File: src/rtl/core/svpwm_pkg.sv
// svpwm_pkg: shared constants for the space vector pwm duty block
// no dependencies
`default_nettype none
package svpwm_pkg;
    localparam logic [31:0] INV_SQRT3_Q32 = 32'd2479700525;
    localparam logic [2:0] SEC1 = 3'd1;
    localparam logic [2:0] SEC2 = 3'd2;
    localparam logic [2:0] SEC3 = 3'd3;
    localparam logic [2:0] SEC4 = 3'd4;
    localparam logic [2:0] SEC5 = 3'd5;
    localparam logic [2:0] SEC6 = 3'd6;
endpackage
`default_nettype wire

File: src/rtl/core/svpwm_cell.sv
// svpwm_cell: one pipeline cell, holds a payload word and its valid bit
// depends on nothing; stalls with the chain when hold is high
`default_nettype none
module svpwm_cell #(
    parameter int W = 8
) (
    input  wire logic         clk,
    input  wire logic         rst_n,
    input  wire logic         hold,
    input  wire logic         in_valid,
    input  wire logic [W-1:0] in_data,
    output logic              out_valid,
    output logic [W-1:0]      out_data
);
    logic valid_reg;
    logic [W-1:0] data_reg;

    // valid bit
    always_ff @(posedge clk or negedge rst_n)
    begin
        if (!rst_n)
            valid_reg <= 1'b0;
        else if (!hold)
            valid_reg <= in_valid;
    end

    // payload
    always_ff @(posedge clk)
    begin
        if (!hold)
            data_reg <= in_data;
    end

    assign out_valid = valid_reg;
    assign out_data  = data_reg;
endmodule
`default_nettype wire

File: src/rtl/core/space_vector_pwm_duty.sv
// space vector pwm duty generator, three-cell pipeline
// pipeline: three register cells (cell 1, cell 2, cell 3); an accepted vector passes them in order,
// and out_valid rises once cell 3 holds its result
// throughput: one vector per cycle; the chain stalls only when the output is not taken
// reset clears all valid bits; the payload registers are not reset
`default_nettype none
module space_vector_pwm_duty
    import svpwm_pkg::*;
#(
    parameter int SAMPLE_WIDTH  = 16,
    parameter int CORDIC_STAGES = 16
) (
    input  wire logic                           clk,
    input  wire logic                           rst_n,
    input  wire logic                           in_valid,
    output logic                                in_ready,
    input  wire logic signed [SAMPLE_WIDTH-1:0] alpha_component,
    input  wire logic signed [SAMPLE_WIDTH-1:0] beta_component,
    output logic                                out_valid,
    input  wire logic                           out_ready,
    output logic [SAMPLE_WIDTH-1:0]             duty_u,
    output logic [SAMPLE_WIDTH-1:0]             duty_v,
    output logic [SAMPLE_WIDTH-1:0]             duty_w,
    output logic [2:0]                          sector_number,
    output logic                                overmodulated
);
    localparam int S = SAMPLE_WIDTH;
    localparam int DROP = 32 - CORDIC_STAGES;
    localparam logic [32:0] COEF33 =
        ({1'b0, INV_SQRT3_Q32} + ((33'd1 << DROP) >> 1)) >> DROP;
    localparam logic [CORDIC_STAGES:0] COEF = COEF33[CORDIC_STAGES:0];
    localparam int SH = CORDIC_STAGES - 2;
    localparam int PW = S + CORDIC_STAGES + 2;
    localparam int TW = S + 5;
    localparam int W1 = 3 + S + PW;
    localparam int W2 = 3 + 2*TW;
    localparam int W3 = 3 + 1 + 3*S;

    logic hold;
    assign hold = out_valid & ~out_ready;
    assign in_ready = ~hold;

    // cell 1: sector test and beta product
    logic [S-1:0] aa, bb;
    logic [2*S+1:0] a3, b2;
    logic [2:0] sec_c;
    logic signed [PW-1:0] prod_c;
    always_comb
    begin
        aa = alpha_component[S-1] ? S'(-alpha_component) : S'(alpha_component);
        bb = beta_component[S-1] ? S'(-beta_component) : S'(beta_component);
        a3 = (2*S+2)'(3) * (2*S+2)'(aa) * (2*S+2)'(aa);
        b2 = (2*S+2)'(bb) * (2*S+2)'(bb);
        prod_c = PW'(beta_component) * $signed({1'b0, COEF});
        if (beta_component > 0 || (beta_component == 0 && alpha_component >= 0))
        begin
            if (alpha_component > 0 && b2 < a3)
                sec_c = SEC1;
            else if (alpha_component > 0 || b2 > a3 ||
                     (alpha_component == 0 && beta_component == 0))
                sec_c = (alpha_component == 0 && beta_component == 0) ? SEC1 : SEC2;
            else
                sec_c = SEC3;
        end
        else if (beta_component == 0)
            sec_c = SEC4;
        else if (alpha_component > 0 && b2 < a3)
            sec_c = SEC6;
        else if (alpha_component > 0 || b2 > a3)
            sec_c = SEC5;
        else
            sec_c = SEC4;
    end

    logic v1, v2, v3;
    logic [W1-1:0] d1;
    logic [W2-1:0] d2;
    logic [W3-1:0] d3;

    svpwm_cell #(.W(W1)) u_c1 (.clk(clk), .rst_n(rst_n), .hold(hold),
        .in_valid(in_valid), .in_data({sec_c, alpha_component, prod_c}),
        .out_valid(v1), .out_data(d1));

    // cell 2: active times
    logic [2:0] s1;
    logic signed [TW-1:0] aq, wq, t1c, t2c;
    logic signed [PW-1:0] p1, pr;
    always_comb
    begin
        s1 = d1[W1-1 -: 3];
        aq = TW'($signed(d1[PW+S-1 -: S])) <<< 2;
        p1 = $signed(d1[PW-1:0]);
        pr = p1 + (PW'(1) <<< (SH-1));
        wq = TW'(pr >>> SH);
        unique case (s1)
            SEC1:    begin t1c = aq - wq;  t2c = wq <<< 1;  end
            SEC2:    begin t1c = wq + aq;  t2c = wq - aq;   end
            SEC3:    begin t1c = wq <<< 1; t2c = -wq - aq;  end
            SEC4:    begin t1c = wq - aq;  t2c = -(wq <<< 1); end
            SEC5:    begin t1c = -wq - aq; t2c = aq - wq;   end
            default: begin t1c = -(wq <<< 1); t2c = wq + aq; end
        endcase
    end

    svpwm_cell #(.W(W2)) u_c2 (.clk(clk), .rst_n(rst_n), .hold(hold),
        .in_valid(v1), .in_data({s1, t1c, t2c}), .out_valid(v2), .out_data(d2));

    // cell 3: zero time, phase duties and rounding
    logic [2:0] s2;
    logic signed [TW-1:0] t1, t2, sm, t0, one, hi, m1, m2, du, dv, dw;
    logic ov;
    logic [S-1:0] qu, qv, qw;

    function automatic logic [S-1:0] to_duty(input logic signed [TW-1:0] d);
        logic signed [TW-1:0] r;
        begin
            r = (d + TW'(4)) >>> 3;
            if (d < 0)
                to_duty = '0;
            else if (r > $signed({1'b0, {S{1'b1}}}))
                to_duty = {S{1'b1}};
            else
                to_duty = r[S-1:0];
        end
    endfunction

    always_comb
    begin
        s2 = d2[W2-1 -: 3];
        t1 = $signed(d2[2*TW-1 -: TW]);
        t2 = $signed(d2[TW-1:0]);
        one = TW'(1) <<< (S+2);
        sm = t1 + t2;
        ov = sm > one;
        t0 = ov ? '0 : one - sm;
        hi = (sm <<< 1) + t0;
        m1 = (t1 <<< 1) + t0;
        m2 = (t2 <<< 1) + t0;
        unique case (s2)
            SEC1:    begin du = hi; dv = m2; dw = t0; end
            SEC2:    begin du = m1; dv = hi; dw = t0; end
            SEC3:    begin du = t0; dv = hi; dw = m2; end
            SEC4:    begin du = t0; dv = m1; dw = hi; end
            SEC5:    begin du = m2; dv = t0; dw = hi; end
            default: begin du = hi; dv = t0; dw = m1; end
        endcase
        qu = to_duty(du);
        qv = to_duty(dv);
        qw = to_duty(dw);
    end

    svpwm_cell #(.W(W3)) u_c3 (.clk(clk), .rst_n(rst_n), .hold(hold),
        .in_valid(v2), .in_data({s2, ov, qu, qv, qw}), .out_valid(v3), .out_data(d3));

    assign out_valid     = v3;
    assign sector_number = d3[W3-1 -: 3];
    assign overmodulated = d3[3*S];
    assign duty_u        = d3[3*S-1 -: S];
    assign duty_v        = d3[2*S-1 -: S];
    assign duty_w        = d3[S-1:0];
endmodule
`default_nettype wire

File: config.mk
export PLATFORM = sky130hd
export DESIGN_NAME = space_vector_pwm_duty
export DESIGN_NICKNAME = d
export VERILOG_FILES = /design/src/rtl/core/svpwm_pkg.sv /design/src/rtl/core/svpwm_cell.sv /design/src/rtl/core/space_vector_pwm_duty.sv
export SDC_FILE = /design/constraint.sdc
export NUM_CORES = 2
export LEC_CHECK = 0
export ABC_AREA = 1
export BUFFER_PORTS_ARGS = -buffer_cell sky130_fd_sc_hd__buf_4
export CORE_ASPECT_RATIO = 0.9
export CORE_UTILIZATION = 49
export DETAILED_ROUTE_END_ITERATION = 7
export RECOVER_POWER = 50
export SYNTH_ARGS = -nofsm -noshare
export SYNTH_HDL_FRONTEND = slang
export SYNTH_SLANG_ARGS = --single-unit
export TNS_END_PERCENT = 30
File: constraint.sdc
create_clock -name clk -period 9.12 [get_ports clk]
set_input_delay 1.824 -clock clk [delete_from_list [all_inputs] [get_ports clk]]
set_output_delay 1.824 -clock clk [all_outputs]
set_load 0.05 [all_outputs]
==> metrics <==
status=finished with violations; failing checks=negative setup slack; post-synthesis simple-gate area fraction=0.204; Worst Path Required=9.34 ns; largest stage delay on the critical path=0.52 ns; Slowest cell on crit path=fa_1; Tot GR Track Use=0.312; clock transition at the registers of the reported paths=0.07 ns; CTS tree=built; commonest non-fill, non-tap cell in the layout=inv_1; crit path buf inv count=13; Cell variety after synth=74; maximum number of pins on one net before global-route repair=72; CTS root buf=clkbuf_16; buffer depth of the longest clock path=2; Cell Area, Synth=39900 µm²; drt pass-1 iters=6; post-synthesis compound-gate area fraction=0.105; setup ws final=-1.54 ns; Most used DFF post-synth=edfxtp_1; Critical Path Fanout Max=4; pre-CTS setup slack=-2.31 ns; Seq/Total Area, Yosys=0.104; main area contributors after synthesis=fa_1, ha_1, edfxtp_1; Die Ht=273 µm; WS Path Type=in -> reg; final design utilization=0.579; DRC Markers=0; area leader, netlist=fa_1; Die ar.=82600 µm²; hold bufs inserted after CTS=0; area added between synthesis and finish=16.3%; largest family of logic cells by synthesized area=adder cells; Core ar.=80100 µm²; commonest non-fill, non-tap cells in the layout=inv_1, nand2_1, ha_1, buf_4, nor2_1; worst skew pair latency=0.46 ns; #FFs+latches synth=139; ANT cells=0; DR vias/cell=5.37; layout net count=6797; initial antenna violation count=1; delay-heaviest family, CP=adder cells; Fmax=0.0938 GHz; Initial Util=0.498; post-synthesis cell count=5207; post-synthesis adder-cell area fraction=0.419; final setup violating endpoints=2; Hold WC Path Type=reg -> reg; clk_skew=0.0244 ns; crit start category=primary input; final setup TNS=-2.96 ns; max-cap viol count=0; CTS Buf Count=17; IO buf count=89; Slew Limit Fails=0; H-Tree Depth=4; vias after detailed routing=36400; IO Pins=90; drt initial violations=3327; relative slew slack=0.274; Worst setup EP type=register; hpwl dp=109 mm; crit share post-route=1.17; Slew @ Worst Pin=1.08 ns; chip width=303 µm; min Tclk post-route=10.66 ns; vias in the first global route=35700; CP dominant cell by count=fa_1; GR Overflow Total=0; layout cells sized above 1=0.146; first-pass GRT wire length=200 mm; ys async rst share=0.0216; Synth Area in XOR/XNOR=0.0588; post-synthesis mux area share=0.000282; routed length per placed instance=18.7 µm; Post-synth EDFFs=136; Filler cells=7590; Critical Path AT=10.88 ns; Hold Vio Cnt, Final=0; RSZ-0062 raised after global routing=yes; total clock sinks=139; Syn Area/Cell=7.66 µm²; final wirelength=126 mm; yosys warns=0; routability cong.=1.03; Post-DRT Antenna Nets=0; Yosys top cell area share=0.235; site row count=98
## worst register-to-register path: cells and delay by family, from the launching register on
kind / cells / cell delay [ns]
AOI/OAI and AO/OA: 8 / 1.93
and+or+nand+nor: 23 / 3.58
DFF: 1 / 0.48
buffers and inverters: 1 / 0.29
xor gates and xnor gates: 1 / 0.64
adders and majority gates: 3 / 1.25
## Yosys cell counts (60+ instances only)
cell and instances:
nor3_1 60, a21oi_1 276, xor2_1 201, xnor2_1 63
ha_1 585, nand3_1 189, inv_1 1031, nand2_1 985
nor2_1 489, o21ai_0 152, fa_1 469, edfxtp_1 136
clkbuf_1 84
## cells by family (layout without fill, tap and decap cells)
kind of cell	Yosys count	after routing
other	2	7
and+or+nand+nor	1910	1910
xor gates and xnor gates	266	266
muxes	1	1
DFF	139	139
buffers and inverters	1145	1653
adders and majority gates	1054	1054
AOI/OAI and AO/OA	690	690
## flip-flops by register name (all words and copies together) (netlist names)
signal / cells
u_c3.out_data: 52
u_c2.out_data: 45
u_c1.out_data: 39
u_c1.out_valid: 1
u_c2.out_valid: 1
u_c3.out_valid: 1
## repair_timing
action / CTS / global route
pin swaps: 64 / 42
resized for setup: 43 / 52
buffers inserted: 23 / 8
gates cloned: 0 / 0
setup endpoints to repair: 2 / 2
## metrics by stage
| stage | instance area (µm²) | hold slack, ns | std cells |
|---|---|---|---|
| final | 46400 | 0.447 | 6770 |
| after global routing | 46400 | 0.489 | 6770 |
| after CTS | 46200 | 0.450 | 6762 |
| after detailed placement | 45200 | 0.434 | 6707 |
| after global placement | 45200 | 0.430 | 6707 |
| after floorplan | 40300 | 0.420 | 5212 |
## routing by layer
metal,up-vias,track usage,wire length [µm]
met5,-,0,0
met4,0,0.0540,2090
met3,126,0.0559,11600
met2,1331,0.458,52500
met1,17300,0.478,60200
li1,17600,-,-
## final cells by class
| class | count | area, µm² | share of cell area |
|---|---|---|---|
| Inverter | 1051 | 3970 | 0.0856 |
| Clock inverter | 15 | 179 | 0.00386 |
| Sequential cell | 139 | 4160 | 0.0896 |
| Timing Repair Buffer | 570 | 4300 | 0.0927 |
| Clock buffer | 17 | 425 | 0.00917 |
| Tap cell | 1050 | 1310 | 0.0283 |
| Multi-Input combinational cell | 3928 | 32000 | 0.691 |
## path summary, 6_finish.rpt
| path | start | end | slack, ns | cells past startpoint |
|---|---|---|---|---|
| min in group asynchronous | rst_n | u_c3.out_valid$_DFFE_PN0N_ | 1.18 | 1 |
| worst min-delay path | u_c2.out_valid$_DFFE_PN0N_ | u_c3.out_valid$_DFFE_PN0N_ | 0.45 | 2 |
| worst min register to register | u_c2.out_valid$_DFFE_PN0N_ | u_c3.out_valid$_DFFE_PN0N_ | 0.45 | 2 |
| worst max register to register | u_c2.out_data[0]$_DFFE_PN_ | u_c3.out_data[34]$_SDFFCE_PN0N_ | 0.79 | 36 |
| max in group asynchronous | rst_n | u_c2.out_valid$_DFFE_PN0N_ | 7.79 | 1 |
| worst max-delay path | alpha_component[1] | u_c1.out_data[50]$_DFFE_PN_ | -1.54 | 54 |
Power is not shown: default switching activity piles up to over one toggle a cycle in this logic, so the estimate is an artifact.
